[config.mk]
export PLATFORM = sky130hd
export DESIGN_NAME = chunk_deframer_fletcher16_unit
export DESIGN_NICKNAME = d
export VERILOG_FILES = /design/src/rtl/core/cdf_pkg.sv /design/src/rtl/core/cdf_result_queue.sv /design/src/rtl/core/chunk_deframer_fletcher16_unit.sv
export SDC_FILE = /design/constraint.sdc
export NUM_CORES = 1
export LEC_CHECK = 0
export BUFFER_PORTS_ARGS = -buffer_cell sky130_fd_sc_hd__buf_2
export CORE_UTILIZATION = 57
export DETAILED_ROUTE_END_ITERATION = 12
export HOLD_SLACK_MARGIN = 0.05
export PLACE_DENSITY = 0.78
export SLEW_MARGIN = 0
export SYNTH_ARGS = -nofsm -noshare
export SYNTH_HDL_FRONTEND = slang
export SYNTH_HIERARCHICAL = 1
export SYNTH_SLANG_ARGS = --single-unit
export TNS_END_PERCENT = 50
[constraint.sdc]
create_clock -name clk -period 6.05 [get_ports clk]
set_input_delay 0 -clock clk [delete_from_list [all_inputs] [get_ports clk]]
set_output_delay 0 -clock clk [all_outputs]
set_load 0.01 [all_outputs]
[src/rtl/core/cdf_pkg.sv]
// Shared types, codes and helpers for the chunk deframer with Fletcher-16 check.
// No dependencies; imported by the top level, the result queue and the checker.
`default_nettype none

package cdf_pkg;

    localparam int unsigned CFG_LEN_W = 17;
    localparam logic [8:0]  FLETCHER_MOD = 9'd255;

    typedef enum logic [1:0] {
        KIND_BYTE = 2'd0,
        KIND_ACK  = 2'd1,
        KIND_NACK = 2'd2,
        KIND_PERR = 2'd3
    } kind_t;

    typedef enum logic [1:0] {
        PH_HEADER   = 2'd0,
        PH_SEQUENCE = 2'd1,
        PH_PAYLOAD  = 2'd2,
        PH_SKIP     = 2'd3
    } phase_t;

    typedef enum logic [1:0] {
        REG_VERSION  = 2'd0,
        REG_END_TYPE = 2'd1,
        REG_MAX_LEN  = 2'd2,
        REG_UNUSED   = 2'd3
    } reg_index_t;

    typedef struct packed {
        kind_t      kind;
        logic [7:0] payload_byte;
        logic       message_end;
        logic       last;
    } result_t;

    typedef struct packed {
        logic [1:0] count;
        result_t    first;
        result_t    second;
    } push_t;

    function automatic result_t make_result(kind_t k, logic [7:0] b, logic e, logic l);
        result_t r;
        r.kind         = k;
        r.payload_byte = b;
        r.message_end  = e;
        r.last         = l;
        return r;
    endfunction

    // Both operands below 255 or a raw byte: one conditional subtract suffices.
    function automatic logic [7:0] add_mod255(logic [7:0] a, logic [7:0] b);
        logic [8:0] s;
        s = {1'b0, a} + {1'b0, b};
        if (s >= FLETCHER_MOD)
            s = s - FLETCHER_MOD;
        return s[7:0];
    endfunction

endpackage

`default_nettype wire

[src/rtl/core/cdf_result_queue.sv]
// Small result queue: takes up to two results per cycle, hands out one while not stalled.
// Depends on cdf_pkg for the result and push types.
`default_nettype none

module cdf_result_queue
    import cdf_pkg::*;
#(
    parameter int unsigned ADDR_W = 2
) (
    input  wire logic    clk,
    input  wire logic    rst_n,
    input  wire push_t   push,
    output logic         room,
    output logic         out_valid,
    input  wire logic    out_stall,
    output result_t      head
);

    localparam int unsigned DEPTH = 1 << ADDR_W;

    result_t              entry_reg [DEPTH];
    logic [ADDR_W-1:0]    head_reg, head_next;
    logic [ADDR_W-1:0]    tail_reg, tail_next;
    logic [ADDR_W:0]      count_reg, count_next;
    logic [ADDR_W-1:0]    tail_plus1;
    logic                 pop;

    assign out_valid  = (count_reg != '0);
    assign head       = entry_reg[head_reg];
    assign pop        = out_valid && !out_stall;
    assign room       = (count_reg <= (ADDR_W + 1)'(DEPTH - 2));
    assign tail_plus1 = tail_reg + 1'b1;

    always_comb
    begin
        head_next  = pop ? head_reg + 1'b1 : head_reg;
        tail_next  = tail_reg + ADDR_W'(push.count);
        count_next = count_reg + (ADDR_W + 1)'(push.count) - (ADDR_W + 1)'(pop);
    end

    always_ff @(posedge clk or negedge rst_n)
    begin
        if (!rst_n)
        begin
            head_reg  <= '0;
            tail_reg  <= '0;
            count_reg <= '0;
        end
        else
        begin
            head_reg  <= head_next;
            tail_reg  <= tail_next;
            count_reg <= count_next;
        end
    end

    always_ff @(posedge clk)
    begin
        if (push.count != 2'd0)
            entry_reg[tail_reg] <= push.first;
        if (push.count == 2'd2)
            entry_reg[tail_plus1] <= push.second;
    end

endmodule

`default_nettype wire

[src/rtl/core/chunk_deframer_fletcher16_unit.sv]
// Top level of the chunk deframer with Fletcher-16 check.
// Depends on cdf_pkg and cdf_result_queue.
`default_nettype none

// Takes one received byte per cycle unless stalled. Each chunk is an 8-byte
// big-endian header (length, version, type, checksum), a 2-byte sequence number
// and the payload. In-sequence payload bytes come out at once as kind 0, then an
// accept or reject; bad version or oversized length gives a protocol error after
// the header. Every byte is handled in the cycle it is accepted; results pass
// through a four-entry queue, so one item is taken per cycle while the output
// keeps up, and in_stall rises only when fewer than two queue entries are free.
// The last payload byte of a chunk yields two results, which the queue absorbs.

module chunk_deframer_fletcher16_unit
    import cdf_pkg::*;
#(
    parameter int unsigned MAX_PAYLOAD = 65536
) (
    input  wire logic                 clk,
    input  wire logic                 rst_n,
    input  wire logic                 in_valid,
    output logic                      in_stall,
    input  wire logic [7:0]           rx_byte,
    output logic                      out_valid,
    input  wire logic                 out_stall,
    output logic [1:0]                kind,
    output logic [7:0]                payload_byte,
    output logic                      message_end,
    output logic                      last,
    input  wire logic                 cfg_valid,
    output logic                      cfg_ready,
    input  wire logic [1:0]           cfg_index,
    input  wire logic [CFG_LEN_W-1:0] cfg_data
);

    localparam int unsigned CFG_MAX = (1 << CFG_LEN_W) - 1;
    localparam int unsigned LIMIT   = (MAX_PAYLOAD < CFG_MAX) ? MAX_PAYLOAD : CFG_MAX;
    localparam int unsigned CNT_W   = $clog2(LIMIT + 1);
    localparam logic [31:0] MAX_PAYLOAD_W = 32'(MAX_PAYLOAD);

    logic [7:0]           version_cfg_reg;
    logic [7:0]           end_type_cfg_reg;
    logic [CFG_LEN_W-1:0] max_len_cfg_reg;

    phase_t      phase_reg, phase_next;
    logic [2:0]  index_reg, index_next;
    logic [31:0] length_reg, length_next;
    logic [CNT_W-1:0] left_reg, left_next;
    logic [7:0]  version_reg, version_next;
    logic [7:0]  type_reg, type_next;
    logic [15:0] csum_reg, csum_next;
    logic [15:0] seq_reg, seq_next;
    logic [15:0] exp_seq_reg, exp_seq_next;
    logic [7:0]  sum_lo_reg, sum_lo_next;
    logic [7:0]  sum_hi_reg, sum_hi_next;

    logic        in_acc;
    logic        room;
    push_t       push;
    result_t     head;
    logic [7:0]  lo_upd, hi_upd;
    logic [CNT_W-1:0] left_dec;
    logic        bad_header;
    logic        is_end;

    assign cfg_ready = 1'b1;
    assign in_stall  = !room;
    assign in_acc    = in_valid && room;

    assign lo_upd     = add_mod255(sum_lo_reg, rx_byte);
    assign hi_upd     = add_mod255(sum_hi_reg, lo_upd);
    assign left_dec   = left_reg - 1'b1;
    assign is_end     = (type_reg == end_type_cfg_reg);
    assign bad_header = (version_reg != version_cfg_reg)
                     || (length_reg > {{(32 - CFG_LEN_W){1'b0}}, max_len_cfg_reg})
                     || (length_reg > MAX_PAYLOAD_W);

    always_comb
    begin
        phase_next   = phase_reg;
        index_next   = index_reg;
        length_next  = length_reg;
        left_next    = left_reg;
        version_next = version_reg;
        type_next    = type_reg;
        csum_next    = csum_reg;
        seq_next     = seq_reg;
        exp_seq_next = exp_seq_reg;
        sum_lo_next  = sum_lo_reg;
        sum_hi_next  = sum_hi_reg;
        push.count   = 2'd0;
        push.first   = make_result(KIND_BYTE, 8'd0, 1'b0, 1'b0);
        push.second  = make_result(KIND_BYTE, 8'd0, 1'b0, 1'b0);

        if (in_acc)
        begin
            unique case (phase_reg)
                PH_HEADER:
                begin
                    if (index_reg < 3'd4)
                        length_next = {length_reg[23:0], rx_byte};
                    else if (index_reg == 3'd4)
                        version_next = rx_byte;
                    else if (index_reg == 3'd5)
                        type_next = rx_byte;
                    else
                        csum_next = {csum_reg[7:0], rx_byte};

                    if (index_reg != 3'd7)
                        index_next = index_reg + 1'b1;
                    else
                    begin
                        index_next = 3'd0;
                        if (bad_header)
                        begin
                            push.count = 2'd1;
                            push.first = make_result(KIND_PERR, 8'd0, 1'b0, 1'b1);
                        end
                        else
                            phase_next = PH_SEQUENCE;
                    end
                end
                PH_SEQUENCE:
                begin
                    seq_next = {seq_reg[7:0], rx_byte};
                    if (index_reg == 3'd0)
                        index_next = 3'd1;
                    else
                    begin
                        index_next  = 3'd0;
                        sum_lo_next = 8'd0;
                        sum_hi_next = 8'd0;
                        left_next   = length_reg[CNT_W-1:0];
                        phase_next  = (seq_next == exp_seq_reg) ? PH_PAYLOAD : PH_SKIP;
                        if (length_reg == 32'd0)
                        begin
                            // empty chunk: verdict now, checksum of nothing is zero
                            phase_next = PH_HEADER;
                            push.count = 2'd1;
                            if (seq_next == exp_seq_reg && csum_reg == 16'd0)
                            begin
                                push.first   = make_result(KIND_ACK, 8'd0, is_end, 1'b1);
                                exp_seq_next = exp_seq_reg + 1'b1;
                            end
                            else
                                push.first = make_result(KIND_NACK, 8'd0, 1'b0, 1'b1);
                        end
                    end
                end
                PH_PAYLOAD:
                begin
                    left_next   = left_dec;
                    sum_lo_next = lo_upd;
                    sum_hi_next = hi_upd;
                    if (left_dec == '0)
                    begin
                        phase_next = PH_HEADER;
                        push.count = 2'd2;
                        push.first = make_result(KIND_BYTE, rx_byte, 1'b0, 1'b0);
                        if ({hi_upd, lo_upd} == csum_reg)
                        begin
                            push.second  = make_result(KIND_ACK, 8'd0, is_end, 1'b1);
                            exp_seq_next = exp_seq_reg + 1'b1;
                        end
                        else
                            push.second = make_result(KIND_NACK, 8'd0, 1'b0, 1'b1);
                    end
                    else
                    begin
                        push.count = 2'd1;
                        push.first = make_result(KIND_BYTE, rx_byte, 1'b0, 1'b1);
                    end
                end
                PH_SKIP:
                begin
                    left_next = left_dec;
                    if (left_dec == '0)
                    begin
                        phase_next = PH_HEADER;
                        push.count = 2'd1;
                        push.first = make_result(KIND_NACK, 8'd0, 1'b0, 1'b1);
                    end
                end
                default:
                begin
                    phase_next = PH_HEADER;
                end
            endcase
        end
    end

    always_ff @(posedge clk or negedge rst_n)
    begin
        if (!rst_n)
        begin
            phase_reg   <= PH_HEADER;
            index_reg   <= '0;
            length_reg  <= '0;
            left_reg    <= '0;
            version_reg <= '0;
            type_reg    <= '0;
            csum_reg    <= '0;
            seq_reg     <= '0;
            exp_seq_reg <= '0;
            sum_lo_reg  <= '0;
            sum_hi_reg  <= '0;
        end
        else
        begin
            phase_reg   <= phase_next;
            index_reg   <= index_next;
            length_reg  <= length_next;
            left_reg    <= left_next;
            version_reg <= version_next;
            type_reg    <= type_next;
            csum_reg    <= csum_next;
            seq_reg     <= seq_next;
            exp_seq_reg <= exp_seq_next;
            sum_lo_reg  <= sum_lo_next;
            sum_hi_reg  <= sum_hi_next;
        end
    end

    always_ff @(posedge clk or negedge rst_n)
    begin
        if (!rst_n)
        begin
            version_cfg_reg  <= '0;
            end_type_cfg_reg <= '0;
            max_len_cfg_reg  <= CFG_LEN_W'(65536);
        end
        else if (cfg_valid && cfg_ready)
        begin
            unique case (reg_index_t'(cfg_index))
                REG_VERSION:  version_cfg_reg  <= cfg_data[7:0];
                REG_END_TYPE: end_type_cfg_reg <= cfg_data[7:0];
                REG_MAX_LEN:  max_len_cfg_reg  <= cfg_data;
                REG_UNUSED:   ;
                default:      ;
            endcase
        end
    end

    cdf_result_queue #(
        .ADDR_W (2)
    ) u_queue (
        .clk       (clk),
        .rst_n     (rst_n),
        .push      (push),
        .room      (room),
        .out_valid (out_valid),
        .out_stall (out_stall),
        .head      (head)
    );

    assign kind         = head.kind;
    assign payload_byte = head.payload_byte;
    assign message_end  = head.message_end;
    assign last         = head.last;

endmodule

`default_nettype wire

==> metrics.txt <==
Cells after DPL=1,613; Synth Area in Compound Gates=~12%; MaxCap Viol Count=0; core area=~22,000 um2; Slew @ Worst Pin=1.08 ns; number of cells in the finished layout apart from fillers=around 1,700; post-layout util=a little under three quarters; critical path arrival=roughly 6.6 ns; largest net degree at the start of global routing=90; Yosys top cell area share=a little under a third; reg-to-reg startpoint=sum_lo_reg[0]$_DFFE_PN0P_; Final nets=between 1,000 and 1,500; Worst Skew=approximately 0.014 ns; Port Buffers=45; Unique masters post-synth=91; final period utilization=102%; type of destination of the critical path=flop; max reg flops=between 40 and 50; Routed WL=between 30,000 and 40,000 um; CTS buffer count=23; Routed Antenna Nets=0; setup violators final=14; proportion of synthesized area in mux cells=15.9%; number of vias per cell=6.20; root buffer cell=clkbuf_16; CP Launch Type=flop; Worst Hold Class=input pin to async pin; ratio of cells with drive above 1 in the final layout=29.0%; cell count after synthesis=1,210; Synth warnings=6; final setup TNS=-1.11 ns; clk sinks=approximately 210; WL/cell=20.4 um; Max-slew headroom=between 20% and 30%; Simple-Gate Fraction of Synth Area=15.2%; vias in the first global route=10,555; Die X-Extent=153 um; Mapped Area=between 10,000 and 15,000 um2; # H-tree levels=1; initial DRC count=between 800 and 900; fin. max-slew vios=0; Synth Area per Inst=between 10 and 15 um2; largest family of logic cells by synthesized area=multiplexers; Die Ht=between 150 and 200 um; GRT overflow=0; 1st-pass router iterations=5; vias=10,561; cell family with most CP delay=simple AND/OR/NAND/NOR gates; die area=roughly 23,000 um2; CP Max Fanout=5; Top FF cell, synth=dfrtp_1; Post-Synth Adder-Cell Area=~5%; register bit total from synthesis=around 210; Largest stage delay, worst path=roughly 0.62 ns; CTS max path bufs=3; first-pass GRT wire length=55,300 um; min Tclk post-route=6.19 ns; Global Route Usage Sum=29.9%; setup slack after layout=-0.144 ns; Worst Path Required=around 6.4 ns; sequential cell area fraction in the yosys report=between 40% and 50%; CTS tree=yes; Starting Density=between 50% and 60%; CP bufs+invs=4; Worst-path clk slew=approximately 0.060 ns; area leader, netlist=dfrtp_1; Area Overhead vs Synth=21.7%; Fmax=approximately 160 MHz; worst vdd ir=0.404 mV; unrepaired setup endpoints after global routing=true; Slowest-stage cell, CP=fa_2; failing checks=setup timing; critical path class=flop to flop; placer congestion estimate=~0.95; DRC violations left=0; placed wire-length estimate=~24,000 um; power density cells=688 nW/um2; Post-synth ARST share=approximately 78%; clk_lat worst skew=~0.51 ns; number of synthesized flops with an enable pin=48; Fin. Hold Viols=0; I/O Pins=47; Hold Slack=around 0.12 ns; initial antenna violation count=0; outcome=finished, violations left; Area contributors post-synth=dfrtp_1 32%, edfxtp_1 11%, mux2_2 11%; Synth Area in XOR/XNOR=under 10%; Worst Setup SP=sum_lo_reg[0]$_DFFE_PN0P_; # rows=54; Power Total=10.9 mW; leak pwr=~6.9 nW
-- kinds of logic (layout without fill, tap and decap cells) --
kind of cell,count (synthesis),count (layout)
compound gates,233,233
xor+xnor,78,78
fa+ha+maj,50,50
buf+inv,95,277
flops,214,214
mux,172,172
other cells,2,34
simple gates,366,366
-- path summary, 6_finish.rpt --
path                                              endpoint  slack (ns)  cells past startpoint
max                             exp_seq_reg[7]$_DFFE_PN0P_       -0.14                     25
min                             length_reg[30]$_DFFE_PN0P_        0.12                      2
max reg2reg                     exp_seq_reg[7]$_DFFE_PN0P_       -0.14                     25
min reg2reg                      sum_hi_reg[5]$_DFFE_PN0P_        0.49                      1
max in group asynchronous        sum_hi_reg[0]$_DFFE_PN0P_        4.35                      3
min in group clk           end_type_cfg_reg[2]$_DFFE_PN0P_        0.19                      3
-- area by class of cell --
cell class / count / area (um2)
multi-input cells: 932 / 7490
fillers: 1566 / 6270
flip-flops and latches: 214 / 5600
repair buffers: 191 / 1440
clock buffers: 36 / 694
well taps: 280 / 350
inverters: 46 / 173
clock inverters: 4 / 71.3
diodes: 1 / 2.50
-- routing by layer --
metal | vias to the layer above | global-route usage (%) | share of wire, %
met5 | - | 0 | 0
met4 | 0 | 7.46 | 2.3
met3 | 69 | 5.08 | 6.0
met2 | 341 | 50.2 | 48
met1 | 5273 | 40.3 | 44
li1 | 4878 | - | -
-- cells in the mapped netlist, types with 4 or more instances --
| master | number |
|---|---|
| a22o_1 | 8 |
| and2_1 | 10 |
| a31oi_1 | 10 |
| dfrtp_1 | 165 |
| edfxtp_1 | 48 |
| o211ai_1 | 7 |
| mux4_2 | 12 |
| nor3_1 | 22 |
| nand3b_1 | 6 |
| nand2b_1 | 13 |
| nand4_1 | 21 |
| xor2_1 | 25 |
| mux2_1 | 25 |
| ha_1 | 47 |
| or3_1 | 7 |
| o32ai_1 | 6 |
| mux2_2 | 124 |
| nor3b_1 | 11 |
| buf_2 | 11 |
| nor4b_1 | 4 |
| a211o_1 | 7 |
| o22ai_1 | 16 |
| mux2i_1 | 10 |
| nor2_1 | 61 |
| buf_4 | 7 |
| nor4_1 | 25 |
| nand2_1 | 78 |
| inv_1 | 46 |
| nand3_1 | 43 |
| a211oi_1 | 9 |
| o21ai_0 | 63 |
| or2_2 | 4 |
| clkbuf_1 | 30 |
| xnor2_1 | 51 |
| a21o_1 | 10 |
| or4_1 | 5 |
| a21oi_1 | 44 |
| nor2b_1 | 11 |
| and3_1 | 22 |
| o21a_1 | 10 |
-- metrics by stage --
| step | setup slack [ns] | area (um2) |
|---|---|---|
| finish | -0.144 | 15800 |
| global route | -0.278 | 15800 |
| CTS | 0.0102 | 15700 |
| detailed placement | -0.460 | 14300 |
| global placement | -0.259 | 14300 |
| floorplan | 0.00785 | 13200 |
-- cells in the final DEF (no fill, tap or decap), drive strengths merged, types with 7 or more instances in the layout --
| cell | netlist | final |
|---|---|---|
| nor2b | 11 | 11 |
| nand4 | 21 | 21 |
| a31oi | 10 | 10 |
| ha | 47 | 47 |
| nor3 | 24 | 24 |
| or3 | 7 | 7 |
| o211ai | 8 | 8 |
| nor3b | 11 | 11 |
| dlygate4sd3 | 0 | 30 |
| o21ai | 66 | 66 |
| nand2b | 13 | 13 |
| a211o | 7 | 7 |
| mux4 | 12 | 12 |
| inv | 46 | 47 |
| xor2 | 25 | 25 |
| a21oi | 44 | 44 |
| mux2i | 10 | 10 |
| dfrtp | 165 | 165 |
| a211oi | 12 | 12 |
| mux2 | 150 | 150 |
| a22o | 8 | 8 |
| nor4 | 27 | 27 |
| o21a | 10 | 10 |
| a21o | 10 | 10 |
| edfxtp | 48 | 48 |
| o22ai | 16 | 16 |
| nand3 | 43 | 43 |
| and2 | 12 | 12 |
| conb | 2 | 33 |
| xnor2 | 51 | 51 |
| nand2 | 78 | 78 |
| and3 | 22 | 22 |
| nor2 | 62 | 62 |
| clkbuf | 30 | 36 |
| buf | 19 | 161 |
-- power breakdown --
group,total [mW],internal (mW),switching [mW],leakage [nW]
Clock,1.43,0.868,0.557,0.377
Sequential,2.47,1.94,0.531,2.55
Combinational,6.98,3.40,3.58,3.94
-- what timing repair did --
action | CTS | global route
hold buffers | 30 | 0
setup endpoints to repair | 28 | 28
setup buffers | 16 | 4
resized for setup | 46 | 22
hold endpoints to repair | 164 | 0
pin swaps | 30 | 20
(Power assumes the default switching activity.)
